`config.mk`:
```
export PLATFORM = sky130hd
export DESIGN_NAME = sensor_offset_bisection_calibrator
export DESIGN_NICKNAME = d
export VERILOG_FILES = /design/src/design/sobc_pkg.sv /design/src/design/sobc_channel.sv /design/src/design/sobc_control.sv /design/src/design/sensor_offset_bisection_calibrator.sv
export SDC_FILE = /design/constraint.sdc
export NUM_CORES = 2
export LEC_CHECK = 0
export BUFFER_PORTS_ARGS = -buffer_cell sky130_fd_sc_hd__buf_2
export CAP_MARGIN = 20
export CORE_MARGIN = 2
export CORE_UTILIZATION = 64
export DETAILED_ROUTE_END_ITERATION = 6
export GPL_TIMING_DRIVEN = 0
export PLACE_DENSITY = 0.83
export SETUP_SLACK_MARGIN = 0.2
export SYNTH_ARGS = -nofsm -noshare
export SYNTH_HDL_FRONTEND = slang
export SYNTH_SLANG_ARGS = --single-unit
export TNS_END_PERCENT = 30
```
`constraint.sdc`:
```
create_clock -name clk -period 9.4 [get_ports clk]
set_input_delay 0.47 -clock clk [delete_from_list [all_inputs] [get_ports clk]]
set_output_delay 0.47 -clock clk [all_outputs]
set_load 0.005 [all_outputs]
```
`src/design/sobc_pkg.sv`:
```
package sobc_pkg;

    localparam int NUM_CHANNELS          = 6;
    localparam int SAMPLE_W              = 16;
    localparam int BOUND_W               = 15;
    localparam int GRAVITY_W             = 15;
    localparam int GRAVITY_RESET         = 8192;
    localparam int SAMPLES_PER_ROUND_DEF = 20;
    localparam int SEARCH_LIMIT_DEF      = 8192;

    // channel order of the sample set
    localparam int CH_ACCEL_X = 0;
    localparam int CH_ACCEL_Y = 1;
    localparam int CH_ACCEL_Z = 2;
    localparam int CH_GYRO_X  = 3;
    localparam int CH_GYRO_Y  = 4;
    localparam int CH_GYRO_Z  = 5;

    // per-item control from the sequencer to every channel
    typedef struct packed {
        logic step;       // an item moves into the result register
        logic start;      // restart the search from full bounds
        logic accum;      // add this sample set to the sums
        logic round_end;  // last sample of the round
        logic apply;      // load the new midpoints into the applied offsets
    } ctrl_t;

    // (hi + lo) / 2, truncated toward zero
    function automatic logic signed [BOUND_W-1:0] midpoint(
        input logic signed [BOUND_W-1:0] hi,
        input logic signed [BOUND_W-1:0] lo
    );
        logic signed [BOUND_W:0] s;
        logic signed [BOUND_W:0] r;
        s = $signed({hi[BOUND_W-1], hi}) + $signed({lo[BOUND_W-1], lo});
        r = s + $signed({{BOUND_W{1'b0}}, s[BOUND_W]});
        return BOUND_W'(r >>> 1);
    endfunction

endpackage

```
`src/design/sobc_channel.sv`:
```
module sobc_channel #(
    parameter int SAMPLES_PER_ROUND = sobc_pkg::SAMPLES_PER_ROUND_DEF,
    parameter int SEARCH_LIMIT      = sobc_pkg::SEARCH_LIMIT_DEF,
    parameter int THR_W             = 16 + $clog2(SAMPLES_PER_ROUND)
) (
    input  logic                                  clk,
    input  logic                                  rst_n,
    input  sobc_pkg::ctrl_t                       ctrl,
    input  logic signed [sobc_pkg::SAMPLE_W-1:0]  sample,
    input  logic [THR_W-1:0]                      threshold,
    output logic signed [sobc_pkg::BOUND_W-1:0]   offset,
    output logic                                  converged
);

    localparam int SUM_W = sobc_pkg::SAMPLE_W + $clog2(SAMPLES_PER_ROUND);
    localparam int CMP_W = THR_W + 1;
    localparam int BW    = sobc_pkg::BOUND_W;

    localparam logic signed [BW-1:0] LOWER_INIT = BW'(-SEARCH_LIMIT);
    localparam logic signed [BW-1:0] UPPER_INIT = BW'(SEARCH_LIMIT);

    logic signed [BW-1:0]    lower_reg;
    logic signed [BW-1:0]    lower_next;
    logic signed [BW-1:0]    upper_reg;
    logic signed [BW-1:0]    upper_next;
    logic signed [SUM_W-1:0] sum_reg;
    logic signed [SUM_W-1:0] sum_next;
    logic signed [BW-1:0]    applied_reg;
    logic signed [BW-1:0]    applied_next;

    logic signed [SUM_W-1:0] sum_add;
    logic                    above;
    logic signed [BW-1:0]    mid_now;
    logic signed [BW-1:0]    lower_upd;
    logic signed [BW-1:0]    upper_upd;
    logic signed [BW:0]      span;

    assign sum_add = sum_reg + SUM_W'(sample);

    // truncated average above the expected value (expected >= 0):
    // sum >= (expected + 1) * samples per round
    assign above = $signed(CMP_W'(sum_add)) >= $signed({1'b0, threshold});

    assign mid_now   = sobc_pkg::midpoint(upper_reg, lower_reg);
    assign upper_upd = above ? mid_now : upper_reg;
    assign lower_upd = above ? lower_reg : mid_now;

    assign span      = $signed({upper_upd[BW-1], upper_upd})
                     - $signed({lower_upd[BW-1], lower_upd});
    assign converged = span <= $signed((BW + 1)'(1));

    always_comb
    begin
        lower_next   = lower_reg;
        upper_next   = upper_reg;
        sum_next     = sum_reg;
        applied_next = applied_reg;
        if (ctrl.step)
        begin
            priority if (ctrl.start)
            begin
                lower_next   = LOWER_INIT;
                upper_next   = UPPER_INIT;
                sum_next     = '0;
                applied_next = sobc_pkg::midpoint(UPPER_INIT, LOWER_INIT);
            end
            else if (ctrl.accum && ctrl.round_end)
            begin
                lower_next = lower_upd;
                upper_next = upper_upd;
                sum_next   = '0;
                if (ctrl.apply)
                begin
                    applied_next = sobc_pkg::midpoint(upper_upd, lower_upd);
                end
            end
            else if (ctrl.accum)
            begin
                sum_next = sum_add;
            end
            else
            begin
                // settling or idle: hold
                sum_next = sum_reg;
            end
        end
    end

    always_ff @(posedge clk or negedge rst_n)
    begin
        if (!rst_n)
        begin
            lower_reg   <= LOWER_INIT;
            upper_reg   <= UPPER_INIT;
            sum_reg     <= '0;
            applied_reg <= '0;
        end
        else
        begin
            lower_reg   <= lower_next;
            upper_reg   <= upper_next;
            sum_reg     <= sum_next;
            applied_reg <= applied_next;
        end
    end

    assign offset = applied_reg;

endmodule

```
`src/design/sobc_control.sv`:
```
module sobc_control #(
    parameter int SAMPLES_PER_ROUND = sobc_pkg::SAMPLES_PER_ROUND_DEF
) (
    input  logic            clk,
    input  logic            rst_n,
    input  logic            step,
    input  logic            start_op,
    input  logic            all_converged,
    output sobc_pkg::ctrl_t ctrl,
    output logic            calibrating,
    output logic            finished
);

    localparam int CNT_W = $clog2(SAMPLES_PER_ROUND + 1);

    localparam logic [1:0] PH_IDLE   = 2'd0;
    localparam logic [1:0] PH_SETTLE = 2'd1;
    localparam logic [1:0] PH_ACCUM  = 2'd2;

    localparam logic [CNT_W-1:0] LAST_COUNT = CNT_W'(SAMPLES_PER_ROUND - 1);

    logic [1:0]       phase_reg;
    logic [1:0]       phase_next;
    logic [CNT_W-1:0] count_reg;
    logic [CNT_W-1:0] count_next;
    logic             calibrating_reg;
    logic             calibrating_next;
    logic             finished_reg;
    logic             finished_next;

    logic             accum;
    logic             round_end;

    assign accum     = !start_op && (phase_reg == PH_ACCUM);
    assign round_end = accum && (count_reg == LAST_COUNT);

    assign ctrl.step      = step;
    assign ctrl.start     = start_op;
    assign ctrl.accum     = accum;
    assign ctrl.round_end = round_end;
    assign ctrl.apply     = round_end && !all_converged;

    always_comb
    begin
        phase_next = phase_reg;
        count_next = count_reg;
        priority if (start_op)
        begin
            phase_next = PH_SETTLE;
            count_next = '0;
        end
        else
        begin
            unique case (phase_reg)
                PH_SETTLE:
                begin
                    // drop the settling sample
                    phase_next = PH_ACCUM;
                end
                PH_ACCUM:
                begin
                    if (round_end)
                    begin
                        phase_next = all_converged ? PH_IDLE : PH_SETTLE;
                        count_next = '0;
                    end
                    else
                    begin
                        count_next = count_reg + CNT_W'(1);
                    end
                end
                default:
                begin
                    phase_next = phase_reg;
                end
            endcase
        end
        calibrating_next = (phase_next != PH_IDLE);
        finished_next    = round_end && all_converged;
    end

    always_ff @(posedge clk or negedge rst_n)
    begin
        if (!rst_n)
        begin
            phase_reg       <= PH_IDLE;
            count_reg       <= '0;
            calibrating_reg <= 1'b0;
            finished_reg    <= 1'b0;
        end
        else if (step)
        begin
            phase_reg       <= phase_next;
            count_reg       <= count_next;
            calibrating_reg <= calibrating_next;
            finished_reg    <= finished_next;
        end
    end

    assign calibrating = calibrating_reg;
    assign finished    = finished_reg;

endmodule

```
`src/design/sensor_offset_bisection_calibrator.sv`:
```
// Channel  Handshake                    Payload
// in       in_valid / in_stall          operation, accel_x..z, gyro_x..z
// out      out_valid / out_stall        offset_accel_x..offset_gyro_z, calibrating, finished
// cfg      cfg_write_enable             cfg_write_data (gravity reference)
//
// Two register stages: input register, then the result register. One item per
// cycle sustained while out is not stalled. Each item updates all six channels side
// by side in the cycle it leaves the input register. Reset clears the bounds to full
// span, sums, offsets and sequencer. A stall on out holds the result and backs up
// into in_stall.
module sensor_offset_bisection_calibrator #(
    parameter int SAMPLES_PER_ROUND = sobc_pkg::SAMPLES_PER_ROUND_DEF,
    parameter int SEARCH_LIMIT      = sobc_pkg::SEARCH_LIMIT_DEF
) (
    input  logic                                   clk,
    input  logic                                   rst_n,
    input  logic                                   cfg_write_enable,
    input  logic [sobc_pkg::GRAVITY_W-1:0]         cfg_write_data,
    input  logic                                   in_valid,
    output logic                                   in_stall,
    input  logic                                   operation,
    input  logic signed [sobc_pkg::SAMPLE_W-1:0]   accel_x,
    input  logic signed [sobc_pkg::SAMPLE_W-1:0]   accel_y,
    input  logic signed [sobc_pkg::SAMPLE_W-1:0]   accel_z,
    input  logic signed [sobc_pkg::SAMPLE_W-1:0]   gyro_x,
    input  logic signed [sobc_pkg::SAMPLE_W-1:0]   gyro_y,
    input  logic signed [sobc_pkg::SAMPLE_W-1:0]   gyro_z,
    output logic                                   out_valid,
    input  logic                                   out_stall,
    output logic signed [sobc_pkg::BOUND_W-1:0]    offset_accel_x,
    output logic signed [sobc_pkg::BOUND_W-1:0]    offset_accel_y,
    output logic signed [sobc_pkg::BOUND_W-1:0]    offset_accel_z,
    output logic signed [sobc_pkg::BOUND_W-1:0]    offset_gyro_x,
    output logic signed [sobc_pkg::BOUND_W-1:0]    offset_gyro_y,
    output logic signed [sobc_pkg::BOUND_W-1:0]    offset_gyro_z,
    output logic                                   calibrating,
    output logic                                   finished
);

    localparam int NCH   = sobc_pkg::NUM_CHANNELS;
    localparam int THR_W = 16 + $clog2(SAMPLES_PER_ROUND);

    localparam logic [THR_W-1:0] THR_RESET =
        THR_W'((sobc_pkg::GRAVITY_RESET + 1) * SAMPLES_PER_ROUND);
    localparam logic [THR_W-1:0] THR_ZERO = THR_W'(SAMPLES_PER_ROUND);

    logic                                  s1_valid_reg;
    logic                                  s1_valid_next;
    logic                                  op_reg;
    logic signed [sobc_pkg::SAMPLE_W-1:0]  sample_reg [NCH];
    logic                                  out_valid_reg;
    logic                                  out_valid_next;
    logic [THR_W-1:0]                      thr_reg;
    logic [THR_W-1:0]                      thr_calc;

    logic                                  in_xfer;
    logic                                  advance;
    logic [NCH-1:0]                        conv;
    logic signed [sobc_pkg::BOUND_W-1:0]   offset [NCH];
    sobc_pkg::ctrl_t                       ctrl;

    assign advance  = s1_valid_reg && (!out_valid_reg || !out_stall);
    assign in_stall = s1_valid_reg && !advance;
    assign in_xfer  = in_valid && !in_stall;

    assign s1_valid_next  = in_xfer ? 1'b1 : (advance ? 1'b0 : s1_valid_reg);
    assign out_valid_next = advance ? 1'b1 : (out_valid_reg && out_stall);

    // accel z threshold: (gravity + 1) * samples per round
    assign thr_calc = THR_W'((THR_W'(cfg_write_data) + THR_W'(1))
                             * THR_W'(SAMPLES_PER_ROUND));

    always_ff @(posedge clk or negedge rst_n)
    begin
        if (!rst_n)
        begin
            s1_valid_reg  <= 1'b0;
            out_valid_reg <= 1'b0;
            thr_reg       <= THR_RESET;
        end
        else
        begin
            s1_valid_reg  <= s1_valid_next;
            out_valid_reg <= out_valid_next;
            if (cfg_write_enable)
            begin
                thr_reg <= thr_calc;
            end
        end
    end

    always_ff @(posedge clk)
    begin
        if (in_xfer)
        begin
            op_reg                           <= operation;
            sample_reg[sobc_pkg::CH_ACCEL_X] <= accel_x;
            sample_reg[sobc_pkg::CH_ACCEL_Y] <= accel_y;
            sample_reg[sobc_pkg::CH_ACCEL_Z] <= accel_z;
            sample_reg[sobc_pkg::CH_GYRO_X]  <= gyro_x;
            sample_reg[sobc_pkg::CH_GYRO_Y]  <= gyro_y;
            sample_reg[sobc_pkg::CH_GYRO_Z]  <= gyro_z;
        end
    end

    sobc_control #(
        .SAMPLES_PER_ROUND (SAMPLES_PER_ROUND)
    ) u_control (
        .clk           (clk),
        .rst_n         (rst_n),
        .step          (advance),
        .start_op      (op_reg),
        .all_converged (&conv),
        .ctrl          (ctrl),
        .calibrating   (calibrating),
        .finished      (finished)
    );

    for (genvar c = 0; c < NCH; c++)
    begin : g_channel
        sobc_channel #(
            .SAMPLES_PER_ROUND (SAMPLES_PER_ROUND),
            .SEARCH_LIMIT      (SEARCH_LIMIT),
            .THR_W             (THR_W)
        ) u_channel (
            .clk       (clk),
            .rst_n     (rst_n),
            .ctrl      (ctrl),
            .sample    (sample_reg[c]),
            .threshold ((c == sobc_pkg::CH_ACCEL_Z) ? thr_reg : THR_ZERO),
            .offset    (offset[c]),
            .converged (conv[c])
        );
    end

    assign out_valid      = out_valid_reg;
    assign offset_accel_x = offset[sobc_pkg::CH_ACCEL_X];
    assign offset_accel_y = offset[sobc_pkg::CH_ACCEL_Y];
    assign offset_accel_z = offset[sobc_pkg::CH_ACCEL_Z];
    assign offset_gyro_x  = offset[sobc_pkg::CH_GYRO_X];
    assign offset_gyro_y  = offset[sobc_pkg::CH_GYRO_Y];
    assign offset_gyro_z  = offset[sobc_pkg::CH_GYRO_Z];

endmodule

```
==> results.env <==
CP-END-KIND='flip-flop'
WORST_EP_REQUIRED_TIME_NS=9.91
DP_SLACK_NS=-1.15
REPORT.FINAL.SLEW_VIOL_COUNT=0
SYNTH_TOP_AREA_SHARE_PCT=22.9
H_TREE_LEVEL_COUNT=2
CTS_SINKS=523
FIRST_PASS_GRT_WIRE_LENGTH_UM=201000
CRITPATHTOPFAMILY='compound AO/OA/AOI/OAI gates'
WORST_SKEW_PAIR.LATE_LATENCY_NS=0.69
VIA_COUNT=39200
POST_SYNTH_NUM_CELL_TYPES=90
RSZ_0062_RAISED_AFTER_GLOBAL_ROUTING='no'
CHIPWIDTH_UM=266
LAYOUT_WORST_PATH_CYCLE_SHARE_PCT=94.0
TIMING.CRITICAL_PATH.FANOUT_MAX=10
AREA_OF_THE_CORE_REGION_MM2=0.0683
DETAIL_ROUTE.FIRST_PASS.ITERATIONS=7
FINCLKSKEW_NS=0.0635
MIN_PERIOD_NS=8.84
CRIT_PATH_SETUP_SLACK_LAYOUT_NS=0.565
VIA_PER_INST=6.45
POWER_PER_CELL_AREA_mW_PER_MM2=273
YS.WARNINGS.COUNT=0
CLOCK-ROOT-BUFFER='sky130_fd_sc_hd__clkbuf_16'
LARGEST_REGISTER_FFS=126
FIRST_GLOBAL_VIAS=38500
RUN_STATUS='finished clean'
CLOCKBUFFERDEPTH=3
IOS=211
MAPPEDNETLISTNETS=5361
CTS_INSERTED_BUFFERS=60
FINAL_ANTENNA_NET_COUNT=0
SYNTH.LARGEST_AREA_CELL='sky130_fd_sc_hd__dfrtp_1'
IR_WORST_VDD_mV=0.273
SYN_AREA_PER_CELL_UM2=9.25
CTS.REPORTEDPATHS.CLKPINSLEW_NS=0.06
CTS_TREE='built'
NUM-NETS-FINAL=5744
POWER.STATIC_LEAKAGE_nW=23.3
BUFFER_PORTS.INSERTED=209
CP_DATA_ARRIVAL_TIME_NS=9.35
YOSYS.CELL_COUNT.TOP_TYPE='sky130_fd_sc_hd__ha_1'
WORST-SETUP-PATH-TYPE='flip-flop to flip-flop'
TOTALWIRELENGTH_UM=127000
DIE_H_UM=266
CP-START-KIND='flip-flop'
YOSYS-TOP-CELLS-AREA='sky130_fd_sc_hd__dfrtp_1 (23%), sky130_fd_sc_hd__ha_1 (13%), sky130_fd_sc_hd__edfxtp_1 (6.6%)'
AREA_GROWTH_PCT=13.0
WORST_PIN_SLEW_NS=1.12
GLOBALROUTEOVERFLOWTOTAL=0
WORST_SLEW_MARGIN_REL_PCT=25.5
YS_DOMINANT_REG_CELL='sky130_fd_sc_hd__dfrtp_1'
AREA_OCCUPIED_BY_MULTI_INPUT_GATES_MM2=0.0288
NUMBER_OF_FILLER_CELLS_PLACED_IN_THE_LAYOUT=4901
GRT_MAX_DEGREE=108
GRT.TOTAL_USAGE_PCT=35.0
ROUTEDWLPERCELL_UM=20.8
REPORT.FINAL.HOLD_VIOL_COUNT=0
SYNTH_ENABLE_FLOP_CELLS=97
NUM_ROWS=96
REMAINING_ROUTING_DRC_VIOLATIONS=0
FRACTION_OF_REGISTERS_WITH_ASYNC_SET_RESET_PCT=81.5
MAX-CAP-VIOLATIONS=0
WORST_PATH_MOST_REPEATED_CELL='sky130_fd_sc_hd__clkbuf_4'
INITIAL_CELL_DENSITY_OF_THE_CORE_PCT=64.5
DRTITER0DRC=3709
SETUP_VIOL=0
MIN_DELAY_PATH_CLASS='primary input to flip-flop'
DRIVE_ABOVE_1_SHARE_PCT=12.7
POSTSYNTHCELLCOUNT=4767
CRIT_BUF_INV=6
POST_SYNTH_MOST_FREQUENT_CELLS='sky130_fd_sc_hd__ha_1 (452), sky130_fd_sc_hd__dfrtp_1 (404), sky130_fd_sc_hd__xnor2_1 (331)'
FMAX_GHz=0.113
REGAREA_MM2=0.0136
FINALWEIGHTEDCONGESTION=0.978
FINISH.CELL_COUNT_WITHOUT_FILLERS=6084
SHARE_OF_THE_YOSYS_CHIP_AREA_BELONGING_TO_REGISTERS_PCT=30.9
WORST-R2R-SETUP-SLACK_NS=0.56
SYN-CELL-AREA_MM2=0.0441
DP_HPWL_UM=91400
DIE-AREA_MM2=0.0710
SYNTH_SEQ_CELLS=523
CRIT_PATH_MAX_INCR_DELAY_NS=0.52
GRT_ANTENNA_BEFORE_REPAIR=3
PLACED_CELLS=5865
CRITICAL_PATH.SLOWEST_CELL='sky130_fd_sc_hd__a2111oi_1'
cell type report:
class                      instances  area share (%)
multi-input combinational       3777            57.9
clock buffer                      83            3.47
inverter                         277            2.09
buffer                           190            1.76
clock inverter                    30           0.766
sequential                       523            27.3
tap                              882            2.22
timing repair buffer             321            4.52
antenna                            1         0.00502
path summary, 6_finish.rpt:
| check | start | endpoint | cells past startpoint |
|---|---|---|---|
| min | gyro_z[3] | sample_reg[5][3] | 1 |
| min in group asynchronous | rst_n | thr_reg[8] | 2 |
| min reg2reg | g_channel[3].u_channel.upper_reg[13] | g_channel[3].u_channel.upper_reg[13] | 2 |
| max | sample_reg[0][0] | g_channel[3].u_channel.offset[10] | 32 |
| max in group asynchronous | rst_n | g_channel[0].u_channel.upper_reg[9] | 5 |
| max reg2reg | sample_reg[0][0] | g_channel[3].u_channel.offset[10] | 32 |
worst register-to-register path, delay by kind of cell (launching register included):
family                   cells  cell delay, ns
buffers and inverters        6            1.33
AND/OR/NAND/NOR              9            1.89
adder cells (fa/ha/maj)      4            1.13
multiplexers                 1            0.40
flip-flops                   1            0.40
AO/OA/AOI/OAI               11            3.31
XOR/XNOR                     1            0.22
kinds of logic after synthesis:
| kind of cell | share of synthesized area, % |
|---|---|
| buffers and inverters | 4.17 |
| AOI/OAI and AO/OA | 22.2 |
| xor gates and xnor gates | 9.08 |
| DFF | 30.9 |
| muxes | 5.96 |
| adders and majority gates | 14.0 |
| and+or+nand+nor | 13.8 |
cells in the final DEF (no fill, tap or decap), drive strengths merged, types with 33 or more instances in the layout:
master       synthesis  layout
nor2               273     273
o21a                39      39
edfxtp              97      97
xor2               126     126
nand4               39      39
nor2b               69      69
and2                45      45
o21bai              59      59
o211ai              33      33
inv                276     278
a21oi              277     277
xnor2              331     331
nand2              287     287
buf                 40     259
o311ai              34      34
clkbuf             150     238
and3                46      46
a31oi               51      51
dfrtp              404     404
nor3               108     108
dlygate4sd3          0      97
mux2               181     181
mux2i               59      59
a211oi              39      39
a22o               300     300
ha                 452     452
nand3              139     139
nand2b              64      64
a21o                99      99
o21ai              226     226
metrics by stage:
step | total power [mW] | instance area, um2 | hold slack (ns) | util (%) | TNS, ns
CTS | 13.1 | 49600 | 0.000122 | 72.5 | 0
global route | 14.5 | 49800 | 0.00389 | 72.9 | 0
global placement | 10.4 | 46200 | 0.466 | 67.6 | -348.91
finish | 13.6 | 49800 | 0.0169 | 72.9 | 0
detailed placement | 10.5 | 46400 | 0.359 | 67.9 | -74.37
floorplan | 8.65 | 44100 | 0.174 | - | 0
metal layers:
metal / share of wire (%) / vias to the layer above / wire length (um) / GRT usage, %
li1: - / 18300 / - / -
met2: 46 / 1619 / 58600 / 57.3
met5: 0.018 / - / 23 / 0
met4: 4.3 / 4 / 5430 / 14.8
met3: 7.8 / 341 / 9900 / 6.59
met1: 42 / 19000 / 52800 / 45.5
power breakdown:
group / total [mW] / internal (mW) / leakage (nW) / switching (mW)
Clock: 2.53 / 1.46 / 1.02 / 1.07
Combinational: 8.11 / 3.36 / 15.5 / 4.75
Sequential: 2.94 / 2.68 / 6.71 / 0.264
Total: 13.6 / 7.50 / 23.3 / 6.09
repair_timing:
action / CTS / global route
setup endpoints to repair: 93 / 93
endpoints found under the hold margin: 127 / 0
resized for setup: 25 / 89
buffers inserted: 2 / 6
hold buffers: 97 / 0
pin swaps: 1 / 4
Note: power is estimated with default switching activity, not from simulation.
